File: src/hdl/procedural_gradient_blend_top_assert.svh
// Assertion macros for the gradient blend block
`ifndef PROCEDURAL_GRADIENT_BLEND_TOP_ASSERT_SVH
`define PROCEDURAL_GRADIENT_BLEND_TOP_ASSERT_SVH
// implication checked every clock outside reset
`define PGB_ASSERT_IMP(label, clk, rst, a, c) \
   label: assert property (@(posedge clk) disable iff (rst) (a) |-> (c)) \
      else $error("%s failed", "label");
// implication checked in the cycle after the antecedent
`define PGB_ASSERT_NXT(label, clk, rst, a, c) \
   label: assert property (@(posedge clk) disable iff (rst) (a) |=> (c)) \
      else $error("%s failed", "label");
`endif

File: src/hdl/pgb_pkg.sv
// Package: types, constants and tables of the gradient blend block
`timescale 1ns / 1ps
`default_nettype none
package pgb_pkg;
   localparam int ONE_Q15 = 32768;
   localparam int CORDIC_STEPS = 16;
   localparam int ACC_W = 26;

   typedef enum logic [2:0] {
      MODE_LINEAR = 3'd0,
      MODE_QUAD = 3'd1,
      MODE_EASE = 3'd2,
      MODE_DIAG = 3'd3,
      MODE_SPHERE = 3'd4,
      MODE_QSPHERE = 3'd5,
      MODE_RADIAL = 3'd6,
      MODE_UNDEF = 3'd7
   } mode_type;

   localparam logic [0:0] REG_MODE = 1'b0;
   localparam logic [0:0] REG_SWAP = 1'b1;

   // atan(2^-i) in 2^-24 turn
   function automatic logic signed [ACC_W-1:0] atan_turn(input logic [3:0] i);
      logic signed [ACC_W-1:0] r;
      unique case (i)
         4'd0: r = 26'sd2097152;
         4'd1: r = 26'sd1238021;
         4'd2: r = 26'sd654136;
         4'd3: r = 26'sd332050;
         4'd4: r = 26'sd166669;
         4'd5: r = 26'sd83416;
         4'd6: r = 26'sd41718;
         4'd7: r = 26'sd20860;
         4'd8: r = 26'sd10430;
         4'd9: r = 26'sd5215;
         4'd10: r = 26'sd2608;
         4'd11: r = 26'sd1304;
         4'd12: r = 26'sd652;
         4'd13: r = 26'sd326;
         4'd14: r = 26'sd163;
         default: r = 26'sd81;
      endcase
      return r;
   endfunction
endpackage
`default_nettype wire

File: src/hdl/pgb_cordic.sv
// Pipelined CORDIC vectoring, two iterations per step, a register after every second step
`timescale 1ns / 1ps
`default_nettype none
module pgb_cordic (
   input wire logic clock,
   input wire logic adv,
   input wire logic signed [15:0] c1,
   input wire logic signed [15:0] c2,
   output logic signed [pgb_pkg::ACC_W-1:0] angle_out
);
   import pgb_pkg::*;
   localparam int XW = 27;
   localparam int NST = CORDIC_STEPS / 2;
   logic signed [XW-1:0] x_ff [NST+1];
   logic signed [XW-1:0] y_ff [NST+1];
   logic signed [ACC_W-1:0] a_ff [NST+1];

   always_comb begin
      logic signed [XW-1:0] x0, y0;
      x0 = XW'(c1) <<< 8;
      y0 = XW'(c2) <<< 8;
      if (x0 < 0) begin
         if (y0 >= 0) begin
            x_ff[0] = y0;
            y_ff[0] = -x0;
            a_ff[0] = ACC_W'(1 << 22);
         end else begin
            x_ff[0] = -y0;
            y_ff[0] = x0;
            a_ff[0] = -ACC_W'(1 << 22);
         end
      end else begin
         x_ff[0] = x0;
         y_ff[0] = y0;
         a_ff[0] = '0;
      end
   end

   for (genvar s = 0; s < NST; s++) begin : g_st
      logic signed [XW-1:0] x_in, y_in;
      logic signed [ACC_W-1:0] a_in;
      logic signed [XW-1:0] x_r_ff, y_r_ff;
      logic signed [ACC_W-1:0] a_r_ff;
      always_comb begin
         logic signed [XW-1:0] dx, dy;
         x_in = x_ff[s];
         y_in = y_ff[s];
         a_in = a_ff[s];
         for (int k = 0; k < 2; k++) begin
            dx = y_in >>> (2*s + k);
            dy = x_in >>> (2*s + k);
            if (y_in > 0) begin
               x_in = x_in + dx;
               y_in = y_in - dy;
               a_in = a_in + atan_turn(4'(2*s + k));
            end else begin
               x_in = x_in - dx;
               y_in = y_in + dy;
               a_in = a_in - atan_turn(4'(2*s + k));
            end
         end
      end
      if (s % 2 == 1) begin : g_reg
         always_ff @(posedge clock) begin
            if (adv) begin
               x_r_ff <= x_in;
               y_r_ff <= y_in;
               a_r_ff <= a_in;
            end
         end
      end else begin : g_cmb
         always_comb begin
            x_r_ff = x_in;
            y_r_ff = y_in;
            a_r_ff = a_in;
         end
      end
      always_comb begin
         x_ff[s+1] = x_r_ff;
         y_ff[s+1] = y_r_ff;
         a_ff[s+1] = a_r_ff;
      end
   end
   assign angle_out = a_ff[NST];
endmodule
`default_nettype wire

File: config.mk
export PLATFORM = sky130hd
export DESIGN_NAME = pgb_cordic
export DESIGN_NICKNAME = d
export VERILOG_FILES = /design/src/hdl/procedural_gradient_blend_top_assert.svh /design/src/hdl/pgb_pkg.sv /design/src/hdl/pgb_cordic.sv
export SDC_FILE = /design/constraint.sdc
export NUM_CORES = 2
export LEC_CHECK = 0
export BUFFER_PORTS_ARGS = -buffer_cell sky130_fd_sc_hd__clkbuf_2
export CORE_MARGIN = 3
export CORE_UTILIZATION = 40
export DETAILED_ROUTE_END_ITERATION = 8
export GPL_ROUTABILITY_DRIVEN = 0
export PLACE_DENSITY_LB_ADDON = 0.2
export SKIP_LAST_GASP = 1
export SYNTH_ARGS = -nofsm -noshare
export SYNTH_HDL_FRONTEND = slang
export SYNTH_SLANG_ARGS = --single-unit
File: constraint.sdc
create_clock -name clock -period 58.2 [get_ports clock]
set_input_delay 8.73 -clock clock [delete_from_list [all_inputs] [get_ports clock]]
set_output_delay 8.73 -clock clock [all_outputs]
set_load 0.005 [all_outputs]
==> metrics.md <==
| Metric | Value |
|---|---|
| Outcome | `completed` |
| Most used cell along the critical path | `o21ai_0` |
| WL final | `191 mm` |
| Final Hold Violating Endpoints | `0` |
| Worst slack, placed | `around 30 ns` |
| Number of gates resized after cts | `0` |
| Ys Warns | `0` |
| Rows | `148` |
| TNS Setup | `0 ns` |
| Die height | `412 um` |
| Area of the mapped netlist | `65800 um^2` |
| DRT Pass-1 Iters | `6` |
| Layout cells sized above 1 | `4.05%` |
| Synth Instances | `8729` |
| Sequential-to-total area share from yosys stat | `11.6%` |
| Grt ovf | `0` |
| Die Width | `roughly 410 um` |
| Synth Area in Compound Gates | `25.0%` |
| Port Buffer Count | `58` |
| Worst Setup End Kind | `register` |
| Wire length of the first global-routing pass | `308 mm` |
| Worst-margin pin slew | `1.17 ns` |
| FILL cells | `16700` |
| Relative slew slack | `21.2%` |
| Number of global-route vias before repair | `58600` |
| Post-synth EDFFs | `around 250` |
| Simple-gate area share of the yosys netlist | `between 20 and 25%` |
| Setup Buffers After CTS | `0` |
| H-tree levels | `2` |
| Setup Crit Path Kind | `primary input to register` |
| Core Region | `between 150000 and 200000 um^2` |
| Critical path fanouts, max | `58` |
| Crit path max-delay cell type | `ha_1` |
| Setup Skew | `0.0304 ns` |
| Setup ws final | `30.29 ns` |
| Final max-slew violation count | `0` |
| Drt via density | `5.71` |
| Crit path launch type | `primary input` |
| GRT Total Usage | `21.8%` |
| Starting Density | `between 40% and 50%` |
| Nets | `9814` |
| CTS tree | `built` |
| Worst path max stage delay | `~0.7 ns` |
| Min-Delay Path Class | `register to register` |
| Clock Path Buffers | `3` |
| Initial antenna violation count | `0` |
| Root Driver | `clkbuf_16` |
| Synth Flop Type | `edfxtp_1` |
| Die Area | `170000 um^2` |
| Fin Hold WS | `0.833 ns` |
| RSZ-0062 raised after global routing | `false` |
| Ports | `60` |
| Antenna Cells | `0` |
| Crit path time final | `27.91 ns` |
| FMAX | `35.8 MHz` |
| Cts hold-fix bufs | `0` |
| Largest family of logic cells by synthesized area | `compound AO/OA/AOI/OAI gates` |
| Synth Area in Adders | `20.9%` |
| Vias | `62200` |
| Area Growth Syn to Fin | `5.67%` |
| Max Cap Violations | `0` |
| # DRC | `0` |
| Largest net degree at the start of global routing | `132` |
| Syn_area_per_cell | `7.54 um^2` |
| Critical Path AT | `28.24 ns` |
| Top cells by area, synth | `ha_1 20%, edfxtp_1 12%, xnor2_1 11%` |
| Routed len/inst | `between 15 and 20 um` |
| DRT iter0 DRCs | `between 4000 and 5000` |
| Worst-path clk slew | `0.06 ns` |
| Placed wire-length estimate | `161 mm` |
| Remaining antenna violation count | `0` |
| Post-synth top area cell | `ha_1` |
| Multiplexer share of the synthesized area | `0.988%` |
| Yosys top cell area share | `19.8%` |
| Clk_lat worst skew | `0.58 ns` |
| CTS Buf Count | `35` |
| Critical Path RT | `58.53 ns` |
| FF+latch count, synth | `approximately 250` |
| Asr flop ratio synth | `0%` |
| Final Setup Violations | `0` |
| Period utilization | `48.0%` |
| # clock sinks | `~250` |
| Xor-xnor portion of the synthesized cell area | `between 10% and 20%` |
| Post-synthesis cell type count | `114` |
==> cells in the mapped netlist (all sizes together) (77+ instances only) <==
library cell	count
xor2	379
inv	616
o21a	121
a21boi	117
o31ai	94
o21ai	598
nand2	574
ha	1044
nor2	915
xnor2	830
a21oi	699
nand2b	104
or3	106
clkbuf	113
nor2b	112
o21bai	147
edfxtp	254
and3	77
nor3	302
a21o	193
nand3	180
==> final timing paths <==
kind                                from                      endpoint  slack [ns]  cells after the start
max reg2reg  g_st[1].y_r_ff[4]$_DFFE_PP_  g_st[3].x_r_ff[23]$_DFFE_PP_       33.24                     87
max                               c2[15]  g_st[1].y_r_ff[25]$_DFFE_PP_       30.29                     84
min          g_st[1].a_r_ff[1]$_DFFE_PP_   g_st[3].a_r_ff[1]$_DFFE_PP_        0.83                      2
min reg2reg  g_st[1].a_r_ff[1]$_DFFE_PP_   g_st[3].a_r_ff[1]$_DFFE_PP_        0.83                      2
==> critical path, delay by kind of cell <==
family,cells,cell delay [ns]
buffers and inverters,10,2.77
multiplexers,1,0.30
XOR/XNOR,6,0.92
AO/OA/AOI/OAI,41,8.44
adder cells (fa/ha/maj),7,2.62
AND/OR/NAND/NOR,19,4.37
==> layout by cell type (no fill, tap or decap), drive strengths merged, types with 193 or more instances in the layout <==
cell type,instances
a21o,193
a21oi,699
edfxtp,254
ha,1044
inv,617
nand2,574
nor2,915
nor3,302
o21ai,598
xnor2,830
xor2,379
==> logic make-up after synthesis <==
group,after synthesis
flip-flops,254
AND/OR/NAND/NOR,2776
multiplexers,62
adder cells (fa/ha/maj),1080
XOR/XNOR,1212
buffers and inverters,798
other,2
AO/OA/AOI/OAI,2545
==> metrics by stage <==
step                std cells  utilization, %  cell area (um^2)
finish                  10900            42.6             69600
global route            10900            42.6             69600
CTS                     10900            42.6             69600
detailed placement      10800            42.0             68500
global placement        10800            42.0             68500
floorplan                8734               -             65900
==> sequential cells by signal, summed over array words and instances (netlist names) <==
name and count:
angle_out 25, g_st.a_r_ff 72, g_st.x_r_ff 79, g_st.y_r_ff 78
==> per-layer routing <==
layer / wire [um] / vias up / track usage (%)
met2: 86700 / 1409 / 36.8
li1: - / 31600 / -
met4: 3740 / 0 / 4.54
met3: 8620 / 189 / 1.66
met1: 91600 / 29000 / 30.3
met5: 0 / - / 0
==> layout make-up <==
| type | count | area (um^2) | area share, % |
|---|---|---|---|
| multi-input combinational | 7682 | 55100 | 79.3 |
| sequential | 254 | 7630 | 11.0 |
| tap | 2175 | 2720 | 3.91 |
| inverter | 620 | 2330 | 3.34 |
| clock buffer | 40 | 916 | 1.32 |
| timing repair buffer | 107 | 681 | 0.978 |
| clock inverter | 22 | 164 | 0.236 |
Power is not shown: default switching activity piles up to over one toggle a cycle in this logic, so the estimate is an artifact.
