$ cat config.mk
export PLATFORM = sky130hd
export DESIGN_NAME = pgb_sqrt
export DESIGN_NICKNAME = d
export VERILOG_FILES = /design/src/hdl/procedural_gradient_blend_top_assert.svh /design/src/hdl/pgb_pkg.sv /design/src/hdl/pgb_sqrt.sv
export SDC_FILE = /design/constraint.sdc
export NUM_CORES = 1
export LEC_CHECK = 0
export ABC_CLOCK_PERIOD_IN_PS = 15100
export BUFFER_PORTS_ARGS = -buffer_cell sky130_fd_sc_hd__buf_2
export CORE_MARGIN = 10
export CORE_UTILIZATION = 30
export CTS_BUF_LIST = sky130_fd_sc_hd__clkbuf_2 sky130_fd_sc_hd__clkbuf_4 sky130_fd_sc_hd__clkbuf_8
export CTS_CLUSTER_DIAMETER = 150
export DETAILED_ROUTE_END_ITERATION = 16
export GPL_ROUTABILITY_DRIVEN = 0
export PLACE_DENSITY = 0.44
export SLEW_MARGIN = 20
export SYNTH_ARGS = -nofsm -noshare
export SYNTH_HDL_FRONTEND = slang
export SYNTH_SLANG_ARGS = --single-unit
export TNS_END_PERCENT = 10
$ cat constraint.sdc
create_clock -name clock -period 15.1 [get_ports clock]
set_input_delay 0 -clock clock [delete_from_list [all_inputs] [get_ports clock]]
set_output_delay 0 -clock clock [all_outputs]
set_load 0.05 [all_outputs]
$ cat src/hdl/procedural_gradient_blend_top_assert.svh
// Assertion macros for the gradient blend block
`ifndef PROCEDURAL_GRADIENT_BLEND_TOP_ASSERT_SVH
`define PROCEDURAL_GRADIENT_BLEND_TOP_ASSERT_SVH
// implication checked every clock outside reset
`define PGB_ASSERT_IMP(label, clk, rst, a, c) \
   label: assert property (@(posedge clk) disable iff (rst) (a) |-> (c)) \
      else $error("%s failed", "label");
// implication checked in the cycle after the antecedent
`define PGB_ASSERT_NXT(label, clk, rst, a, c) \
   label: assert property (@(posedge clk) disable iff (rst) (a) |=> (c)) \
      else $error("%s failed", "label");
`endif

$ cat src/hdl/pgb_pkg.sv
// Package: types, constants and tables of the gradient blend block
`timescale 1ns / 1ps
`default_nettype none
package pgb_pkg;
   localparam int ONE_Q15 = 32768;
   localparam int CORDIC_STEPS = 16;
   localparam int ACC_W = 26;

   typedef enum logic [2:0] {
      MODE_LINEAR = 3'd0,
      MODE_QUAD = 3'd1,
      MODE_EASE = 3'd2,
      MODE_DIAG = 3'd3,
      MODE_SPHERE = 3'd4,
      MODE_QSPHERE = 3'd5,
      MODE_RADIAL = 3'd6,
      MODE_UNDEF = 3'd7
   } mode_type;

   localparam logic [0:0] REG_MODE = 1'b0;
   localparam logic [0:0] REG_SWAP = 1'b1;

   // atan(2^-i) in 2^-24 turn
   function automatic logic signed [ACC_W-1:0] atan_turn(input logic [3:0] i);
      logic signed [ACC_W-1:0] r;
      unique case (i)
         4'd0: r = 26'sd2097152;
         4'd1: r = 26'sd1238021;
         4'd2: r = 26'sd654136;
         4'd3: r = 26'sd332050;
         4'd4: r = 26'sd166669;
         4'd5: r = 26'sd83416;
         4'd6: r = 26'sd41718;
         4'd7: r = 26'sd20860;
         4'd8: r = 26'sd10430;
         4'd9: r = 26'sd5215;
         4'd10: r = 26'sd2608;
         4'd11: r = 26'sd1304;
         4'd12: r = 26'sd652;
         4'd13: r = 26'sd326;
         4'd14: r = 26'sd163;
         default: r = 26'sd81;
      endcase
      return r;
   endfunction
endpackage
`default_nettype wire

$ cat src/hdl/pgb_sqrt.sv
// Pipelined integer square root, two result bits per stage
`timescale 1ns / 1ps
`default_nettype none
module pgb_sqrt (
   input wire logic clock,
   input wire logic adv,
   input wire logic [37:0] rad_in,
   output logic [18:0] root_out
);
   import pgb_pkg::*;
   localparam int NST = 10;
   logic [37:0] rem_ff [NST+1];
   logic [18:0] res_ff [NST+1];

   always_comb begin
      rem_ff[0] = rad_in;
      res_ff[0] = '0;
   end

   // restoring square root, digit pairs from the top; each stage does two digits
   for (genvar s = 0; s < NST; s++) begin : g_st
      logic [37:0] rem_in;
      logic [18:0] res_in;
      logic [37:0] rem_pipe_ff;
      logic [18:0] res_pipe_ff;
      always_comb begin
         logic [39:0] trial;
         rem_in = rem_ff[s];
         res_in = res_ff[s];
         for (int k = 0; k < 2; k++) begin
            if (2*s + k < 19) begin
               trial = ({21'd0, res_in} << ((18-(2*s+k)) + 1))
                     | (40'd1 << (2*(18-(2*s+k))));
               if ({2'b00, rem_in} >= trial) begin
                  rem_in = rem_in - trial[37:0];
                  res_in = res_in | (19'd1 << (18-(2*s+k)));
               end
            end
         end
      end
      if (s % 2 == 1 || s == NST-1) begin : g_reg
         always_ff @(posedge clock) begin
            if (adv) begin
               rem_pipe_ff <= rem_in;
               res_pipe_ff <= res_in;
            end
         end
      end else begin : g_cmb
         always_comb begin
            rem_pipe_ff = rem_in;
            res_pipe_ff = res_in;
         end
      end
      always_comb begin
         rem_ff[s+1] = rem_pipe_ff;
         res_ff[s+1] = res_pipe_ff;
      end
   end
   assign root_out = res_ff[NST];
endmodule
`default_nettype wire

==> metrics.yaml, run 1 <==
rsz0062_at_grt: "no"
syn_area_per_cell_um2: 8.53
drtIter0Drc: 1727
clockRootBuffer: "clkbuf_8"
die_area_mm2: 0.0888
drive_gt1_frac: 0.0991
slew_viol_final: 0
nNetsFinal: 3062
syn_nets: 2977
rr_endpoint: "g_st[5].rem_pipe_ff[19]$_DFFE_PP_"
overflow: 0
hold_path_depth: 2
grt_pass1_vias: 20400
worst-r2r-cell-count: 44
arrival_ps: 13450
r2r_slack_ps: 2020
period_minus_slack_ps: 13080
max_freq_ghz: 0.0765
synthFlopType: "edfxtp_1"
cts_tree: "yes"
drc: 0
ant_nets: 0
ys_warn_count: 0
grt_usage: 0.170
clkLatencyLatePin_ps: 630
fin_crit_sh: 0.866
fillers: 8018
io_buffers: 58
synth-seq-cells: 211
crit_top_cell: "nand2_1"
r2r-start: "g_st[3].res_pipe_ff[12]$_DFFE_PP_"
cp-start-kind: "flop"
cap_violations: 0
ctsResizeCount: 0
synth_top_area_cell: "edfxtp_1"
async_reset_ff_frac: 0
area_growth_pct: 11.7
synthTopCellsByArea: "edfxtp_1 (27%), ha_1 (12%), xnor2_1 (6.3%), a21oi_1 (5.0%), nor2_1 (3.9%)"
vias: 21300
worstHoldEndpoint: "g_st[1].rem_pipe_ff[28]$_DFFE_PP_"
h-tree-depth: 2
cpMaxStageDelayCell: "nand2_1"
dp_cells: 3748
min_from: "rad_in[28]"
core_area_mm2: 0.0763
tns_ps: 0
num_rows: 101
dr.pass1.iters: 5
synth-edff-count: 211
crit_buf_inv: 4
crit_family: "simple AND/OR/NAND/NOR gates"
grt_max_degree: 94
die_x_um: 298
antenna_found_initial: 3
tightest_slew_ps: 1060
crit_path_end_kind: "flop"
multi_input_area_mm2: 0.0159
worst-path-max-fanout: 29
fp.dieH_um: 298
vias_per_cell: 5.51
clock_path_buffers: 3
critical_path_class: "flop to flop"
synth.distinct_cells: 117
fin_cells: 3867
hold_violations: 0
required_ps: 15470
cts_sinks: 211
status: "completed"
syn_area_mm2: 0.0232
cts_buffers: 45
clk_pin_slew_worst_paths_ps: 70
setup_viol: 0
synth_top_area_frac: 0.273
slowest_delay_ps: 790
hold_ws_ps: 101
final.setup_skew_ps: 55.5
wl_per_cell_um: 20.4
synth_seq_area_share: 0.273
area.sequential_mm2: 0.00634
hold_class: "primary input to flop"
ios: 59
dp_hpwl_um: 63300
grt_pass1_wl_um: 122000
finalWirelength_um: 79100
start_util: 0.304
maxSlewHeadroom: 0.291
synthCells: 2717
[worst register-to-register path: cells and delay by family, from the launching register on]
kind                       cells  cell delay (ps)
muxes                          2              650
adders and majority gates      4             1320
buffers and inverters          4             1780
DFF                            1              390
and+or+nand+nor               22             5980
AOI/OAI and AO/OA             12             2710
[area by class of cell]
| type | count | share of cell area |
|---|---|---|
| Antenna cell | 1 | 0.0000967 |
| Clock buffer | 56 | 0.0276 |
| Inverter | 167 | 0.0245 |
| Multi-Input combinational cell | 2273 | 0.615 |
| Clock inverter | 25 | 0.00996 |
| Tap cell | 1030 | 0.0498 |
| Sequential cell | 211 | 0.245 |
| Timing Repair Buffer | 104 | 0.0285 |
[state kept, by name, summed over array words and instances, names as in the netlist]
signal            cells
g_st.rem_pipe_ff    152
g_st.res_pipe_ff     40
root_out             19
[metrics by stage]
| step | instance area, um^2 | setup WS, ps | utilization |
|---|---|---|---|
| 2_1_floorplan | 23200 | 4690 | - |
| 3_3_place_gp | 24500 | 2440 | 0.322 |
| 3_5_place_dp | 24500 | 2180 | 0.322 |
| 4_1_cts | 25900 | 2160 | 0.339 |
| 5_1_grt | 25900 | 742 | 0.339 |
| 6_report | 25900 | 2020 | 0.339 |
[per-layer routing]
layer | share of wire | track usage | up-vias | wire length, um
li1 | - | - | 10400 | -
met1 | 0.48 | 0.236 | 10200 | 38200
met2 | 0.45 | 0.275 | 579 | 35500
met3 | 0.045 | 0.0207 | 95 | 3530
met4 | 0.023 | 0.0456 | 0 | 1850
met5 | 0 | 0 | - | 0
[worst max-delay path by stage]
stage                                                  from                           endpoint  slack [ps]  depth (start not counted)
after global routing      g_st[3].res_pipe_ff[12]$_DFFE_PP_  g_st[5].rem_pipe_ff[35]$_DFFE_PP_         740                         43
after detailed placement  g_st[3].res_pipe_ff[12]$_DFFE_PP_  g_st[5].rem_pipe_ff[37]$_DFFE_PP_        2180                         45
final                     g_st[3].res_pipe_ff[12]$_DFFE_PP_  g_st[5].rem_pipe_ff[19]$_DFFE_PP_        2020                         44
after global placement    g_st[3].res_pipe_ff[12]$_DFFE_PP_  g_st[5].rem_pipe_ff[25]$_DFFE_PP_        2440                         44
after floorplan           g_st[5].rem_pipe_ff[12]$_DFFE_PP_  g_st[7].rem_pipe_ff[16]$_DFFE_PP_        4690                         46
after CTS                 g_st[3].res_pipe_ff[12]$_DFFE_PP_  g_st[5].rem_pipe_ff[37]$_DFFE_PP_        2160                         45
[placed cells by master, fill, tap and decap left out, types with 13 or more instances in the layout]
| cell | count |
|---|---|
| inv_1 | 160 |
| nand3b_1 | 14 |
| and4_1 | 16 |
| a31oi_1 | 37 |
| buf_2 | 57 |
| mux2_2 | 33 |
| a211oi_1 | 34 |
| nand4_1 | 58 |
| or4_1 | 13 |
| xnor2_1 | 167 |
| and3_1 | 24 |
| nor3_1 | 91 |
| o31ai_1 | 32 |
| xor2_1 | 79 |
| edfxtp_1 | 211 |
| mux2i_1 | 13 |
| nand3_1 | 68 |
| o21ai_0 | 116 |
| clkbuf_8 | 47 |
| nand2b_1 | 28 |
| or2_2 | 23 |
| dlygate4sd3_1 | 37 |
| nor2b_1 | 35 |
| a21o_1 | 65 |
| ha_1 | 220 |
| o21a_1 | 28 |
| nor4_1 | 42 |
| o21bai_1 | 21 |
| a21oi_1 | 231 |
| or3_1 | 18 |
| nand2_1 | 215 |
| and2_1 | 21 |
| nor2_1 | 239 |
| o211ai_1 | 26 |
[cells in the mapped netlist, types with 32 or more instances]
library cell  instances
nor4_1               43
nor2_1              239
xnor2_1             167
o31ai_1              32
edfxtp_1            211
nor2b_1              35
nor3_1               91
a31oi_1              37
ha_1                220
o21ai_0             116
a21oi_1             231
nand2_1             215
nand3_1              68
mux2_2               33
inv_1               160
a21o_1               65
xor2_1               79
clkbuf_1             45
a211oi_1             34
nand4_1              58
[kinds of logic after synthesis]
family,after synthesis,share of synthesized area
and+or+nand+nor,982,0.223
AOI/OAI and AO/OA,769,0.223
xor gates and xnor gates,249,0.0955
buffers and inverters,233,0.0402
adders and majority gates,220,0.119
DFF,211,0.273
muxes,53,0.0262
[what timing repair did]
action	in CTS	in global routing
hold endpoints to repair	125	0
hold buffers	37	0
setup buffers	0	0
Power of run 1 is not shown: default switching activity piles up to over one toggle a cycle in this logic, so the estimate is an artifact.
==> run 2: changes to the inputs <==
==> constraint.sdc (replaced) <==
create_clock -name clock -period 15.1 [get_ports clock]
set_input_delay 1.51 -clock clock [delete_from_list [all_inputs] [get_ports clock]]
set_output_delay 1.51 -clock clock [all_outputs]
set_load 0.05 [all_outputs]
==> run 2 against run 1 <==
Compared with the run above: non-clock buffer count fell by 37; clock skew down 1.3 ps; routed wire length fell by 0.16%; setup slack hardly changed; die area unchanged; core utilization shrank 0.49 points; largest cell class unchanged; global-route usage shrank 0.066 points; clock-buffer cell count unchanged; sequential cell count is the same; final cell count down 0.96%; critical path type unchanged; register-to-register slack barely moved.
==> metrics.yaml, run 2 (same netlist as run 1, synthesis figures left out) <==
cap_violations: 0  # unchanged
critical_path_class: "flop to flop"
area_growth_pct: 10.1
dr.pass1.iters: 5  # unchanged
tns_ps: 0  # unchanged
vias_per_cell: 5.55  # +0.58%
fillers: 8056  # +0.47%
antenna_found_initial: 3  # unchanged
final.setup_skew_ps: 54.2  # -1.35 ps
h-tree-depth: 2  # unchanged
grt_usage: 0.170  # -0.000662
hold_class: "flop to flop"
period_minus_slack_ps: 13080  # -0.380 ps
start_util: 0.304  # unchanged
largest_reg_flops: 152  # unchanged
crit_top_cell: "nand2_1"
drc: 0  # unchanged
hold_violations: 0  # unchanged
grt_max_degree: 94  # unchanged
status: "completed"
slowest_delay_ps: 800  # about the same
arrival_ps: 13440  # about the same
num_rows: 101  # unchanged
maxSlewHeadroom: 0.282  # -0.00887
max_freq_ghz: 0.0765  # about the same
cts_buffers: 45  # unchanged
required_ps: 15460  # about the same
drive_gt1_frac: 0.100  # +0.00131
clockRootBuffer: "clkbuf_8"
ctsResizeCount: 0  # unchanged
hold_path_depth: 0  # -2
ios: 59  # unchanged
overflow: 0  # unchanged
vias: 21200  # -0.38%
fp.dieH_um: 298  # unchanged
worst-path-max-fanout: 29  # unchanged
slew_viol_final: 0  # unchanged
clock_path_buffers: 3  # unchanged
top_register: "g_st.rem_pipe_ff"
postCtsSetupRepairBufs: 0  # unchanged
die_area_mm2: 0.0888  # unchanged
setup_viol: 0  # unchanged
grt_pass1_wl_um: 121000  # -0.50%
clk_pin_slew_worst_paths_ps: 70  # about the same
nNetsFinal: 3025  # -1.2%
dp_hpwl_um: 63300  # unchanged
rsz0062_at_grt: "no"
worst-r2r-cell-count: 45  # +2.3%
cp-start-kind: "flop"
tightest_slew_ps: 1070  # +13.3 ps
io_buffers: 58  # unchanged
cts_tree: "yes"
clkLatencyLatePin_ps: 630  # about the same
fin_crit_sh: 0.866  # about the same
cts_hold_buf: 0  # -100%
ant_nets: 0  # unchanged
core_area_mm2: 0.0763  # unchanged
die_x_um: 298  # unchanged
cpMaxStageDelayCell: "nand2_1"
cts_sinks: 211  # unchanged
wl_per_cell_um: 20.6  # +0.80%
layout_commonest_cell: "nor2_1"
final_cell_mix: "nor2_1 (239), a21oi_1 (231), ha_1 (220)"
grt_pass1_vias: 20200  # -0.98%
finalWirelength_um: 78900  # -0.16%
crit_path_end_kind: "flop"
drtIter0Drc: 1731  # +0.23%
run 2: changes by cell type in the layout (fill, tap and decap cells not counted):
cell	before	now
dlygate4sd3_1	37	0
run 2: critical path, delay by kind of cell (launching register included):
kind / cells / cell delay, ps
XOR/XNOR: 1 / 210
multiplexers: 1 / 210
adder cells (fa/ha/maj): 4 / 1300
AND/OR/NAND/NOR: 23 / 6180
buffers and inverters: 4 / 1790
AO/OA/AOI/OAI: 12 / 2670
flip-flops: 1 / 390
run 2: path summary, 6_finish.rpt:
| check | end | from | slack [ps] |
|---|---|---|---|
| worst max-delay path | g_st[5].rem_pipe_ff[37]$_DFFE_PP_ | g_st[3].res_pipe_ff[12]$_DFFE_PP_ | 2020 |
| worst min register to register | g_st[7].res_pipe_ff[15]$_DFFE_PP_ | g_st[5].res_pipe_ff[15]$_DFFE_PP_ | 450 |
| worst max register to register | g_st[5].rem_pipe_ff[37]$_DFFE_PP_ | g_st[3].res_pipe_ff[12]$_DFFE_PP_ | 2020 |
| worst min-delay path | g_st[7].res_pipe_ff[15]$_DFFE_PP_ | g_st[5].res_pipe_ff[15]$_DFFE_PP_ | 450 |
run 2: layout make-up:
type | count | area [um^2] | area share
antenna | 1 | 2.50 | 0.0000981
clock buffer | 56 | 714 | 0.0280
clock inverter | 25 | 258 | 0.0101
inverter | 167 | 633 | 0.0248
multi-input combinational | 2273 | 15900 | 0.624
sequential | 211 | 6340 | 0.248
tap | 1030 | 1290 | 0.0505
timing repair buffer | 67 | 368 | 0.0144
run 2: per-stage QoR:
stage / cells / utilization / instance area (um^2) / hold slack (ps) / worst slack [ps]
finish: 3830 / 0.334 / 25500 / 446 / 2020
CTS: 3829 / 0.334 / 25500 / 450 / 2160
floorplan: 2717 / - / 23200 / 426 / 4690
global route: 3830 / 0.334 / 25500 / 454 / 742
detailed placement: 3748 / 0.322 / 24500 / 435 / 2180
global placement: 3748 / 0.322 / 24500 / 430 / 2440
run 2: routing by layer:
metal	GRT usage	vias to the layer above	routed length, um
li1	-	10300	-
met4	0.0449	0	1780
met1	0.236	10200	38200
met5	0	-	0
met3	0.0209	89	3620
met2	0.274	572	35400
Power of run 2 is left out for the same reason.
